### src/rtl/core/fit_page_allocator_core_assert.svh
// assertion macros for the fit page allocator core
// used by the controller and the top level, no other dependencies
`ifndef FIT_PAGE_ALLOCATOR_CORE_ASSERT_SVH
`define FIT_PAGE_ALLOCATOR_CORE_ASSERT_SVH

// property holds in the same cycle as its antecedent
`define FPA_ASSERT_SAME(label, clk, rst, ante, cons) \
   label: assert property (@(posedge clk) disable iff (rst) (ante) |-> (cons)) \
      else $error("fpa assertion failed");

// property holds in the cycle after its antecedent
`define FPA_ASSERT_NEXT(label, clk, rst, ante, cons) \
   label: assert property (@(posedge clk) disable iff (rst) (ante) |=> (cons)) \
      else $error("fpa assertion failed");

`endif

### src/rtl/core/fpa_pkg.sv
// shared constants and types of the fit page allocator core
// no dependencies
package fpa_pkg;

   localparam int PAGES_DEF   = 32;
   localparam int ID_BITS_DEF = 8;

   // request and response field widths
   localparam int OP_W     = 2;
   localparam int PID_W    = 8;
   localparam int NEED_W   = 6;
   localparam int STATUS_W = 3;
   localparam int MOVED_W  = 6;
   localparam int START_W  = 5;
   localparam int FRAG_W   = 5;

   // operation codes
   localparam logic [OP_W-1:0] OP_ADD   = 2'd0;
   localparam logic [OP_W-1:0] OP_KILL  = 2'd1;
   localparam logic [OP_W-1:0] OP_COUNT = 2'd2;

   // status codes
   localparam logic [STATUS_W-1:0] STAT_OK       = 3'd0;
   localparam logic [STATUS_W-1:0] STAT_RUNNING  = 3'd1;
   localparam logic [STATUS_W-1:0] STAT_NOMEM    = 3'd2;
   localparam logic [STATUS_W-1:0] STAT_NOTFOUND = 3'd3;
   localparam logic [STATUS_W-1:0] STAT_INVALID  = 3'd4;

   typedef struct packed {
      logic [OP_W-1:0]   op;
      logic [PID_W-1:0]  program_id;
      logic [NEED_W-1:0] pages;
      logic              fit_mode;
   } cmd_type;

   typedef struct packed {
      logic [STATUS_W-1:0] status;
      logic [MOVED_W-1:0]  pages_moved;
      logic [START_W-1:0]  start_page;
      logic [FRAG_W-1:0]   free_fragments;
   } res_type;

endpackage

### src/rtl/core/fpa_req_if.sv
// request channel of the fit page allocator core
// depends on fpa_pkg
interface fpa_req_if;
   import fpa_pkg::*;

   logic              valid;
   logic              ready;
   logic [OP_W-1:0]   op;
   logic [PID_W-1:0]  program_id;
   logic [NEED_W-1:0] pages;

   modport source (output valid, output op, output program_id, output pages, input ready);
   modport sink (input valid, input op, input program_id, input pages, output ready);
endinterface

### src/rtl/core/fpa_rsp_if.sv
// response channel of the fit page allocator core
// depends on fpa_pkg
interface fpa_rsp_if;
   import fpa_pkg::*;

   logic                valid;
   logic                ready;
   logic [STATUS_W-1:0] status;
   logic [MOVED_W-1:0]  pages_moved;
   logic [START_W-1:0]  start_page;
   logic [FRAG_W-1:0]   free_fragments;

   modport source (output valid, output status, output pages_moved, output start_page,
                   output free_fragments, input ready);
   modport sink (input valid, input status, input pages_moved, input start_page,
                 input free_fragments, output ready);
endinterface

### src/rtl/core/fpa_cell.sv
// one page cell of the owner ring: holds the owner id of one page
// no package dependencies
module fpa_cell #(
   parameter int ID_BITS = 8
) (
   input  logic               clock,
   input  logic               reset,
   input  logic               shift,
   input  logic [ID_BITS-1:0] d_in,
   output logic [ID_BITS-1:0] q
);
   logic [ID_BITS-1:0] owner_ff;
   logic [ID_BITS-1:0] owner_in;

   assign owner_in = shift ? d_in : owner_ff;

   always_ff @(posedge clock) begin
      if (reset) begin
         owner_ff <= '0;
      end else begin
         owner_ff <= owner_in;
      end
   end

   assign q = owner_ff;
endmodule

### src/rtl/core/fpa_ctrl.sv
// sequencer and scanner at the head of the owner ring
// depends on fpa_pkg and fit_page_allocator_core_assert.svh
module fpa_ctrl #(
   parameter int PAGES   = fpa_pkg::PAGES_DEF,
   parameter int ID_BITS = fpa_pkg::ID_BITS_DEF
) (
   input  logic               clock,
   input  logic               reset,
   input  logic               cmd_load,
   input  fpa_pkg::cmd_type   cmd,
   output logic               idle,
   input  logic [ID_BITS-1:0] head,
   output logic               shift,
   output logic [ID_BITS-1:0] wr_val,
   input  logic               out_free,
   output logic               done,
   output fpa_pkg::res_type   res
);
   import fpa_pkg::*;

`include "fit_page_allocator_core_assert.svh"

   localparam int AW = $clog2(PAGES);
   localparam int LW = $clog2(PAGES + 1);
   localparam int CW = (LW > NEED_W) ? LW : NEED_W;

   typedef enum logic [3:0] {
      ST_IDLE  = 4'b0001,
      ST_SCAN  = 4'b0010,
      ST_WRITE = 4'b0100,
      ST_POST  = 4'b1000
   } state_type;

   state_type          state_ff, state_in;
   logic [AW-1:0]      step_ff, step_in;
   logic [OP_W-1:0]    op_ff, op_in;
   logic [ID_BITS-1:0] id_ff, id_in;
   logic [NEED_W-1:0]  need_ff, need_in;
   logic               mode_ff, mode_in;
   logic               prev_free_ff, prev_free_in;
   logic [AW-1:0]      run_start_ff, run_start_in;
   logic [LW-1:0]      run_len_ff, run_len_in;
   logic [LW-1:0]      frag_ff, frag_in;
   logic [LW-1:0]      moved_ff, moved_in;
   logic               present_ff, present_in;
   logic               best_vld_ff, best_vld_in;
   logic [AW-1:0]      best_start_ff, best_start_in;
   logic [CW-1:0]      best_left_ff, best_left_in;
   res_type            res_ff, res_in;

   logic               free_pg, last, opening, closing, fits, take, match, in_window;
   logic [AW-1:0]      cur_start, cl_start, offset;
   logic [LW-1:0]      cur_len, cl_len, kill_cnt;
   logic [CW-1:0]      left;
   logic [ID_BITS-1:0] cmd_id;

   // run tracking on the page passing the head
   always_comb begin
      free_pg   = (head == '0);
      last      = (step_ff == AW'(PAGES - 1));
      opening   = free_pg && !prev_free_ff;
      cur_start = opening ? step_ff : run_start_ff;
      cur_len   = opening ? LW'(1) : LW'(run_len_ff + LW'(1));
      closing   = (prev_free_ff && !free_pg) || (free_pg && last);
      cl_len    = free_pg ? cur_len : run_len_ff;
      cl_start  = free_pg ? cur_start : run_start_ff;
      fits      = (CW'(cl_len) >= CW'(need_ff));
      left      = CW'(cl_len) - CW'(need_ff);
      take      = closing && fits &&
                  (!best_vld_ff || (mode_ff ? (left < best_left_ff) : (left > best_left_ff)));
      match     = (head == id_ff);
      kill_cnt  = LW'(moved_ff + LW'(match));
      offset    = step_ff - best_start_ff;
      in_window = (step_ff >= best_start_ff) && (CW'(offset) < CW'(need_ff));
      cmd_id    = ID_BITS'(cmd.program_id);
   end

   always_comb begin
      state_in      = state_ff;
      step_in       = step_ff;
      op_in         = op_ff;
      id_in         = id_ff;
      need_in       = need_ff;
      mode_in       = mode_ff;
      prev_free_in  = prev_free_ff;
      run_start_in  = run_start_ff;
      run_len_in    = run_len_ff;
      frag_in       = frag_ff;
      moved_in      = moved_ff;
      present_in    = present_ff;
      best_vld_in   = best_vld_ff;
      best_start_in = best_start_ff;
      best_left_in  = best_left_ff;
      res_in        = res_ff;
      wr_val        = head;
      shift         = 1'b0;
      done          = 1'b0;

      case (state_ff)
         ST_IDLE: begin
            if (cmd_load) begin
               op_in         = cmd.op;
               id_in         = cmd_id;
               need_in       = cmd.pages;
               mode_in       = cmd.fit_mode;
               step_in       = '0;
               prev_free_in  = 1'b0;
               run_start_in  = '0;
               run_len_in    = '0;
               frag_in       = '0;
               moved_in      = '0;
               present_in    = 1'b0;
               best_vld_in   = 1'b0;
               best_start_in = '0;
               best_left_in  = '0;
               res_in        = '{status: STAT_INVALID, default: '0};
               if ((cmd.op == OP_ADD && cmd_id != '0 && cmd.pages != '0) ||
                   (cmd.op == OP_KILL && cmd_id != '0) || cmd.op == OP_COUNT) begin
                  state_in = ST_SCAN;
               end else begin
                  state_in = ST_POST;
               end
            end
         end
         ST_SCAN: begin
            shift        = 1'b1;
            prev_free_in = free_pg;
            run_start_in = cur_start;
            run_len_in   = free_pg ? cur_len : '0;
            frag_in      = LW'(frag_ff + LW'(opening));
            present_in   = present_ff || match;
            if (take) begin
               best_vld_in   = 1'b1;
               best_start_in = cl_start;
               best_left_in  = left;
            end
            if (op_ff == OP_KILL && match) begin
               wr_val = '0;
            end
            moved_in = kill_cnt;
            step_in  = AW'(step_ff + AW'(1));
            if (last) begin
               step_in  = '0;
               state_in = ST_POST;
               res_in   = '{status: STAT_OK, default: '0};
               case (op_ff)
                  OP_ADD: begin
                     if (present_ff || match) begin
                        res_in.status = STAT_RUNNING;
                     end else if (!(best_vld_ff || take)) begin
                        res_in.status = STAT_NOMEM;
                     end else begin
                        state_in = ST_WRITE;
                     end
                  end
                  OP_KILL: begin
                     if (kill_cnt == '0) begin
                        res_in.status = STAT_NOTFOUND;
                     end else begin
                        res_in.pages_moved = MOVED_W'(kill_cnt);
                     end
                  end
                  default: begin
                     res_in.free_fragments = FRAG_W'(frag_ff + LW'(opening));
                  end
               endcase
            end
         end
         ST_WRITE: begin
            shift   = 1'b1;
            if (in_window) begin
               wr_val = id_ff;
            end
            step_in = AW'(step_ff + AW'(1));
            if (last) begin
               step_in  = '0;
               state_in = ST_POST;
               res_in   = '{status: STAT_OK, pages_moved: need_ff,
                            start_page: START_W'(best_start_ff), default: '0};
            end
         end
         ST_POST: begin
            if (out_free) begin
               done     = 1'b1;
               state_in = ST_IDLE;
            end
         end
         default: begin
            state_in = ST_IDLE;
         end
      endcase
   end

   always_ff @(posedge clock) begin
      if (reset) begin
         state_ff <= ST_IDLE;
         step_ff  <= '0;
      end else begin
         state_ff <= state_in;
         step_ff  <= step_in;
      end
   end

   always_ff @(posedge clock) begin
      op_ff         <= op_in;
      id_ff         <= id_in;
      need_ff       <= need_in;
      mode_ff       <= mode_in;
      prev_free_ff  <= prev_free_in;
      run_start_ff  <= run_start_in;
      run_len_ff    <= run_len_in;
      frag_ff       <= frag_in;
      moved_ff      <= moved_in;
      present_ff    <= present_in;
      best_vld_ff   <= best_vld_in;
      best_start_ff <= best_start_in;
      best_left_ff  <= best_left_in;
      res_ff        <= res_in;
   end

   assign idle = (state_ff == ST_IDLE);
   assign res  = res_ff;

   // outside the write pass the ring is only ever cleared, never given an owner
   `FPA_ASSERT_SAME(a_clear_only, clock, reset,
      state_ff != ST_WRITE && wr_val != head, wr_val == '0)
   // the write pass only runs once a fitting run was found
   `FPA_ASSERT_SAME(a_write_has_run, clock, reset, state_ff == ST_WRITE, best_vld_ff)
   // the ring never moves while waiting to hand over a result
   `FPA_ASSERT_SAME(a_still_in_post, clock, reset,
      state_ff == ST_POST || state_ff == ST_IDLE, !shift)
endmodule

### src/rtl/core/fit_page_allocator_core.sv
// top level of the fit page allocator: owner ring of page cells plus sequencer
// depends on fpa_pkg, fpa_req_if, fpa_rsp_if, fpa_cell, fpa_ctrl and the assert header
//
// usage
//  - req_port carries one request: op (add, kill, count free runs), program_id, pages
//  - rsp_port returns exactly one response per request, in order
//  - csr_wr_en/csr_wr_data write fit_mode (1 best fit, 0 worst fit), only while idle
//  - page owners sit in a ring of PAGES cells that rotates one page a cycle past the
//    scanner at its head during scan and write; a full turn restores the map
// sequence
//  - add: a scan turn of the ring, then a write turn that stores the new owner;
//    an add rejected by the scan (id running, no memory) skips the write turn
//  - kill and count: a scan turn only
//  - invalid requests (id zero, zero pages, unused op) skip the scan entirely
//  - one request at a time; the next is taken once the sequencer is back in idle
// reset
//  - synchronous, active high; every page free, fit_mode back to best fit
// stall
//  - the response sits in an output register; the next request is accepted while
//    it waits, and that request's response holds in the sequencer until it is taken
module fit_page_allocator_core #(
   parameter int PAGES   = fpa_pkg::PAGES_DEF,
   parameter int ID_BITS = fpa_pkg::ID_BITS_DEF
) (
   input  logic             clock,
   input  logic             reset,
   input  logic             csr_wr_en,
   input  logic             csr_wr_data,
   fpa_req_if.sink          req_port,
   fpa_rsp_if.source        rsp_port
);
   import fpa_pkg::*;

`include "fit_page_allocator_core_assert.svh"

   // fit mode register
   logic fit_mode_ff, fit_mode_in;

   // ring of page cells, cell 0 is the head seen by the scanner
   logic [ID_BITS-1:0] owner_q [PAGES];
   logic [ID_BITS-1:0] wr_val;
   logic               shift;

   // sequencer handshake
   logic    idle, done, out_free, req_take;
   cmd_type cmd;
   res_type res;

   // response output register
   logic    rsp_valid_ff, rsp_valid_in;
   res_type rsp_ff, rsp_in;

   assign fit_mode_in = csr_wr_en ? csr_wr_data : fit_mode_ff;

   assign req_port.ready = idle;
   assign req_take       = req_port.valid && idle;
   assign cmd            = '{op: req_port.op, program_id: req_port.program_id,
                             pages: req_port.pages, fit_mode: fit_mode_ff};

   // page i takes from page i+1, the last cell takes the possibly rewritten head
   for (genvar i = 0; i < PAGES; i++) begin : g_cell
      logic [ID_BITS-1:0] d_in;
      if (i == PAGES - 1) begin : g_tail
         assign d_in = wr_val;
      end else begin : g_mid
         assign d_in = owner_q[i + 1];
      end
      fpa_cell #(
         .ID_BITS (ID_BITS)
      ) u_cell (
         .clock (clock),
         .reset (reset),
         .shift (shift),
         .d_in  (d_in),
         .q     (owner_q[i])
      );
   end

   fpa_ctrl #(
      .PAGES   (PAGES),
      .ID_BITS (ID_BITS)
   ) u_ctrl (
      .clock    (clock),
      .reset    (reset),
      .cmd_load (req_take),
      .cmd      (cmd),
      .idle     (idle),
      .head     (owner_q[0]),
      .shift    (shift),
      .wr_val   (wr_val),
      .out_free (out_free),
      .done     (done),
      .res      (res)
   );

   // output register may load when empty or being drained this cycle
   assign out_free = !rsp_valid_ff || rsp_port.ready;

   always_comb begin
      rsp_valid_in = rsp_valid_ff;
      rsp_in       = rsp_ff;
      if (done) begin
         rsp_valid_in = 1'b1;
         rsp_in       = res;
      end else if (rsp_port.ready) begin
         rsp_valid_in = 1'b0;
      end
   end

   always_ff @(posedge clock) begin
      if (reset) begin
         fit_mode_ff  <= 1'b1;
         rsp_valid_ff <= 1'b0;
      end else begin
         fit_mode_ff  <= fit_mode_in;
         rsp_valid_ff <= rsp_valid_in;
      end
   end

   always_ff @(posedge clock) begin
      rsp_ff <= rsp_in;
   end

   assign rsp_port.valid          = rsp_valid_ff;
   assign rsp_port.status         = rsp_ff.status;
   assign rsp_port.pages_moved    = rsp_ff.pages_moved;
   assign rsp_port.start_page     = rsp_ff.start_page;
   assign rsp_port.free_fragments = rsp_ff.free_fragments;

   // a request keeps the block busy for at least the next cycle
   `FPA_ASSERT_NEXT(a_busy_after_req, clock, reset, req_take, !req_port.ready)
   // a finished result never overwrites a response still waiting
   `FPA_ASSERT_SAME(a_no_overwrite, clock, reset, done, !rsp_valid_ff || rsp_port.ready)
endmodule

### src/flat_wrapper.sv
// flat-port wrapper written by rule: the top's interface ports become plain ports
module fit_page_allocator_core_flat import fpa_pkg::*;
#(
   parameter int PAGES   = fpa_pkg::PAGES_DEF,
   parameter int ID_BITS = fpa_pkg::ID_BITS_DEF
)
  (clock, reset, csr_wr_en, csr_wr_data, req_port_valid, req_port_op, req_port_program_id, req_port_pages, req_port_ready, rsp_port_valid, rsp_port_status, rsp_port_pages_moved, rsp_port_start_page, rsp_port_free_fragments, rsp_port_ready);
  fpa_req_if req_port_i ();
  fpa_rsp_if rsp_port_i ();
  input  logic clock;
  input  logic reset;
  input  logic csr_wr_en;
  input  logic csr_wr_data;
  input wire logic [$bits(req_port_i.valid)-1:0] req_port_valid;
  input wire logic [$bits(req_port_i.op)-1:0] req_port_op;
  input wire logic [$bits(req_port_i.program_id)-1:0] req_port_program_id;
  input wire logic [$bits(req_port_i.pages)-1:0] req_port_pages;
  output wire logic [$bits(req_port_i.ready)-1:0] req_port_ready;
  output wire logic [$bits(rsp_port_i.valid)-1:0] rsp_port_valid;
  output wire logic [$bits(rsp_port_i.status)-1:0] rsp_port_status;
  output wire logic [$bits(rsp_port_i.pages_moved)-1:0] rsp_port_pages_moved;
  output wire logic [$bits(rsp_port_i.start_page)-1:0] rsp_port_start_page;
  output wire logic [$bits(rsp_port_i.free_fragments)-1:0] rsp_port_free_fragments;
  input wire logic [$bits(rsp_port_i.ready)-1:0] rsp_port_ready;
  assign req_port_i.valid = req_port_valid;
  assign req_port_i.op = req_port_op;
  assign req_port_i.program_id = req_port_program_id;
  assign req_port_i.pages = req_port_pages;
  assign req_port_ready = req_port_i.ready;
  assign rsp_port_valid = rsp_port_i.valid;
  assign rsp_port_status = rsp_port_i.status;
  assign rsp_port_pages_moved = rsp_port_i.pages_moved;
  assign rsp_port_start_page = rsp_port_i.start_page;
  assign rsp_port_free_fragments = rsp_port_i.free_fragments;
  assign rsp_port_i.ready = rsp_port_ready;
  fit_page_allocator_core #(.PAGES(PAGES), .ID_BITS(ID_BITS)) u_core (.clock(clock), .reset(reset), .csr_wr_en(csr_wr_en), .csr_wr_data(csr_wr_data), .req_port(req_port_i), .rsp_port(rsp_port_i));
endmodule
### config.mk
export PLATFORM = sky130hd
export DESIGN_NAME = fit_page_allocator_core_flat
export DESIGN_NICKNAME = d
export VERILOG_FILES = /design/src/rtl/core/fpa_pkg.sv /design/src/rtl/core/fpa_req_if.sv /design/src/rtl/core/fpa_rsp_if.sv /design/src/rtl/core/fpa_cell.sv /design/src/rtl/core/fpa_ctrl.sv /design/src/rtl/core/fit_page_allocator_core.sv /design/src/flat_wrapper.sv
export VERILOG_INCLUDE_DIRS = /design/src /design/src/rtl/core
export SDC_FILE = /design/constraint.sdc
export NUM_CORES = 1
export LEC_CHECK = 0
export ABC_AREA = 1
export BUFFER_PORTS_ARGS = -buffer_cell sky130_fd_sc_hd__buf_2
export CORE_ASPECT_RATIO = 0.5
export CORE_UTILIZATION = 55
export DETAILED_ROUTE_END_ITERATION = 10
export HOLD_SLACK_MARGIN = 0.08
export PLACE_DENSITY = 0.75
export SKIP_LAST_GASP = 1
export SYNTH_ARGS = -nofsm -noshare
export SYNTH_HDL_FRONTEND = slang
export SYNTH_SLANG_ARGS = --single-unit
### constraint.sdc
create_clock -name clock -period 4.1 [get_ports clock]
set_clock_uncertainty 0.1 [all_clocks]
set_input_delay 0 -clock clock [delete_from_list [all_inputs] [get_ports clock]]
set_output_delay 0 -clock clock [all_outputs]
set_load 0.03 [all_outputs]
==> run summary <==
CLOCKING
-------------------------------------------------------------------------------
Max Buffers Root-to-Sink .........................................            3
CTS buffer count .................................................           30
Clock transition at path regs ....................................      0.07 ns
TritonCTS clock tree .............................................         done
Clock Root Buffer ................................................    clkbuf_16
# clock sinks ....................................................          358
Clk_lat worst skew ...............................................      0.58 ns
Number of levels the H-tree was split into .......................            1

WORST SETUP PATH
-------------------------------------------------------------------------------
Depth of the worst register-to-register path .....................           25
RR Startpoint .................................................... u_core.g_cell[0].u_cell.q[6]
Req. time, crit path .............................................      4.29 ns
Critical Setup Path Class ........................................ flip-flop to flip-flop
Sort of element at the end of the critical path ..................    flip-flop
Maximum fanout encountered on the critical timing path ...........            7
R2R setup slack ..................................................      0.36 ns
Critical Path End ................................................ u_core.u_ctrl.best_left_ff[4]
Critical register-to-register path endpoint ...................... u_core.u_ctrl.best_left_ff[4]
Crit path launch ................................................. u_core.g_cell[0].u_cell.q[6]
Data arrival time at the worst-slack endpoint ....................      3.93 ns
Element type at the critical path start ..........................    flip-flop

TIMING
-------------------------------------------------------------------------------
Period utilisation layout ........................................        0.913
Total of endpoints with negative setup slack in the final report .            0
Achievable Freq ..................................................      267 MHz
Pin slew with the least headroom to its limit ....................      1.01 ns
Time the worst path needs with I/O delays and setup ..............      3.74 ns
Max transition margin ............................................        0.329
Worst hold-check slack ...........................................     0.319 ns
Total negative setup slack .......................................         0 ns
Final setup slack of the worst path ..............................     0.356 ns
Final Hold Viols .................................................            0
Final slew viol count ............................................            0
Setup repair after global routing missed its margin ..............           no

POWER AND IR DROP
-------------------------------------------------------------------------------
Int Power ........................................................      5.92 mW
Reported leakage power ...........................................      6.01 nW
Gate power share .................................................        0.138
Switch share .....................................................        0.264
Peak supply drop .................................................     0.350 mV
Part of the total power dissipated in sequential elements ........        0.501
Clock network power share ........................................        0.361
Overall power after layout .......................................      8.05 mW
Power density of the placed cells ................................   514 nW/µm²
Net switching component of the power .............................      2.13 mW

SYNTHESIS
-------------------------------------------------------------------------------
Number of instances in the synthesized netlist ...................         1622
Part of the Yosys area used for sequential elements ..............        0.584
#FFs+latches synth ...............................................          358
Cell taking the most area after synthesis ........................      dfxtp_1
Share of flip-flops with an asynchronous set or reset ............            0
Total of warnings raised by yosys ................................            0
Post-Syn Nets ....................................................         1674
Dominant synthesized flop cell ...................................      dfxtp_1
Top cell type's share of synthesized area ........................        0.387
Cell area after technology mapping ...............................    13800 µm²
Dominant cells by area after synthesis ........................... dfxtp_1 39%, edfxtp_1 20%, nor2_1 15%, o21ai_0 10%, nand2_1 2.7%
Number of unique standard cell types used by synthesis ...........           35
Syn_area_per_cell ................................................     8.52 µm²
EDFF count, synth ................................................           91

DIE
-------------------------------------------------------------------------------
Die outline height ...............................................       114 µm
IO Count .........................................................           43
Floorplan core area ..............................................    24300 µm²
Die area .........................................................    25800 µm²
Horizontal die dimension .........................................       226 µm
Standard-cell rows ...............................................           40
Initial standard-cell utilization of the core ....................        0.568

GRT
-------------------------------------------------------------------------------
Global-route wire length before repair ...........................     44700 µm
Pin count of the biggest net entering global routing .............          265
Via count of the first global-routing pass .......................         9674
Initial antenna violation count ..................................            0
Residual overflow from global routing ............................            0
GR Util All Layers ...............................................        0.209

ROUTE
-------------------------------------------------------------------------------
First DRT Iteration DRCs .........................................         1190
Number of nets with antenna violations after routing .............            0
Routed length per placed instance ................................      13.2 µm
TritonRoute pass-1 iters .........................................            5
Via count of the routed design ...................................        10.5k
Mean number of vias per cell .....................................         5.21
Number of DRC violations after detailed routing ..................            0
Drt total wl .....................................................     26700 µm

LAYOUT
-------------------------------------------------------------------------------
Sequential cell area .............................................     8080 µm²
Ratio of cells with drive above 1 in the final layout ............       0.0731
Post-Route Utilization ...........................................        0.644
Diode count ......................................................            0
Commonest non-fill, non-tap cell in the layout ...................       nor2_1
Post-layout nets .................................................         1710
Multi-input combinational cell area ..............................     5040 µm²
Layout overhead on the synthesized area ..........................        13.3%
Commonest cells after routing, fill and taps aside ............... 546 x nor2_1, 279 x o21ai_0, 267 x dfxtp_1, 98 x nand2_1, 91 x edfxtp_1
Count of filler cells inserted in the layout .....................         1973

PLACED DESIGN
-------------------------------------------------------------------------------
Worst slack, placed ..............................................     0.118 ns
Buffers added on ports ...........................................           42
GPL Wtd Cong .....................................................        0.843
Half-perimeter wire length after detailed placement ..............     15600 µm

WORST HOLD PATH
-------------------------------------------------------------------------------
Instance count along the most critical hold path .................            0
Class of the tightest hold or removal check ...................... flip-flop to flip-flop

RUN STATUS
-------------------------------------------------------------------------------
Run status ....................................................... finished, final reports clean

FLOW RUN
-------------------------------------------------------------------------------
Max-cap violation count ..........................................            0

## critical path, stage by stage (launching register included)
cell,delay (ns)
dfxtp_1,0.33
inv_1,0.13
nand3_1,0.13
nor2_1,0.19
inv_2,0.11
nor2_4,0.14
nand2_1,0.08
nand2_1,0.07
ha_1,0.29
a21oi_2,0.19
nand2_1,0.07
nand2_1,0.08
nand2_1,0.06
a21oi_1,0.15
xnor2_1,0.15
ha_1,0.28
nand2_1,0.08
nor2_1,0.06
o21ai_0,0.07
nand2_1,0.08
nor2_1,0.09
nand2_1,0.05
nand3_1,0.08
a31oi_1,0.09
a21oi_2,0.14
buf_4,0.17
## worst min-delay path by stage
stage	startpoint	endpoint
floorplan	req_port_program_id[0]	u_core.u_ctrl.id_ff[0]
global placement	req_port_program_id[5]	u_core.u_ctrl.id_ff[5]
detailed placement	req_port_program_id[2]	u_core.u_ctrl.id_ff[2]
CTS	reset	u_core.g_cell[31].u_cell.q[3]
global route	reset	u_core.g_cell[31].u_cell.q[3]
finish	u_core.u_ctrl.res[8]	u_core.rsp_port.start_page[3]
## cells in the mapped netlist (all sizes together) (9+ instances only)
master,n
inv,84
dfxtp,267
clkbuf,55
nor3,14
nor2,549
nand3,20
ha,28
nand4,9
nand2,98
buf,37
o21ai,280
edfxtp,91
xor2,10
a21oi,48
## sequential cells by signal (all words and copies together), names as in the netlist, 3 cells and up
signal	count
u_core.rsp_port.pages_moved	6
u_core.rsp_port.start_page	5
u_core.u_ctrl.best_start_ff	5
u_core.rsp_port.free_fragments	5
u_core.u_ctrl.frag_ff	5
u_core.u_ctrl.id_ff	8
u_core.u_ctrl.state_ff	4
u_core.u_ctrl.need_ff	6
u_core.u_ctrl.best_left_ff	6
u_core.g_cell.u_cell.q	256
u_core.rsp_port.status	3
u_core.u_ctrl.moved_ff	6
u_core.u_ctrl.run_len_ff	6
u_core.u_ctrl.run_start_ff	5
u_core.u_ctrl.res	19
u_core.u_ctrl.step_ff	5
## metrics by stage
step                cells  cell area [µm²]
floorplan            1622            13800
global placement     1921            14200
detailed placement   1921            14200
CTS                  2018            15600
global route         2018            15700
finish               2018            15700
## cell families (layout without fill, tap and decap cells)
group | Yosys count | after routing | synth area share
and+or+nand+nor | 700 | 700 | 0.199
DFF | 358 | 358 | 0.584
AOI/OAI and AO/OA | 340 | 340 | 0.126
buffers and inverters | 177 | 237 | 0.0521
adders and majority gates | 30 | 30 | 0.0282
xor gates and xnor gates | 17 | 17 | 0.0108
## power by group through the flow
stage / clock network (mW) / logic, mW / registers (mW)
floorplan: 0 / 0.807 / 4.08
global route: 3.10 / 1.28 / 4.06
CTS: 2.96 / 1.10 / 4.03
detailed placement: 0 / 1.06 / 4.11
finish: 2.90 / 1.11 / 4.03
global placement: 0 / 1.02 / 4.10
## final cells by class
| class | instances | area share |
|---|---|---|
| sequential | 358 | 0.516 |
| multi-input combinational | 1087 | 0.322 |
| inverter | 85 | 0.0209 |
| clock inverter | 15 | 0.0103 |
| tap | 336 | 0.0268 |
| clock buffer | 41 | 0.0550 |
| timing repair buffer | 96 | 0.0491 |
## metal layers
metal,track usage,wire (µm),vias up
li1,-,-,5352
met1,0.271,12400,4861
met2,0.349,12300,226
met3,0.0393,1160,69
met4,0.0784,847,0
met5,0,0,-
## what timing repair did
action,CTS,global route
hold endpoints to repair,71,0
endpoints found under the setup margin,0,12
hold buffers,41,0
resized for setup,0,6
setup buffers,0,0
Power figures use the tool's default switching activity.
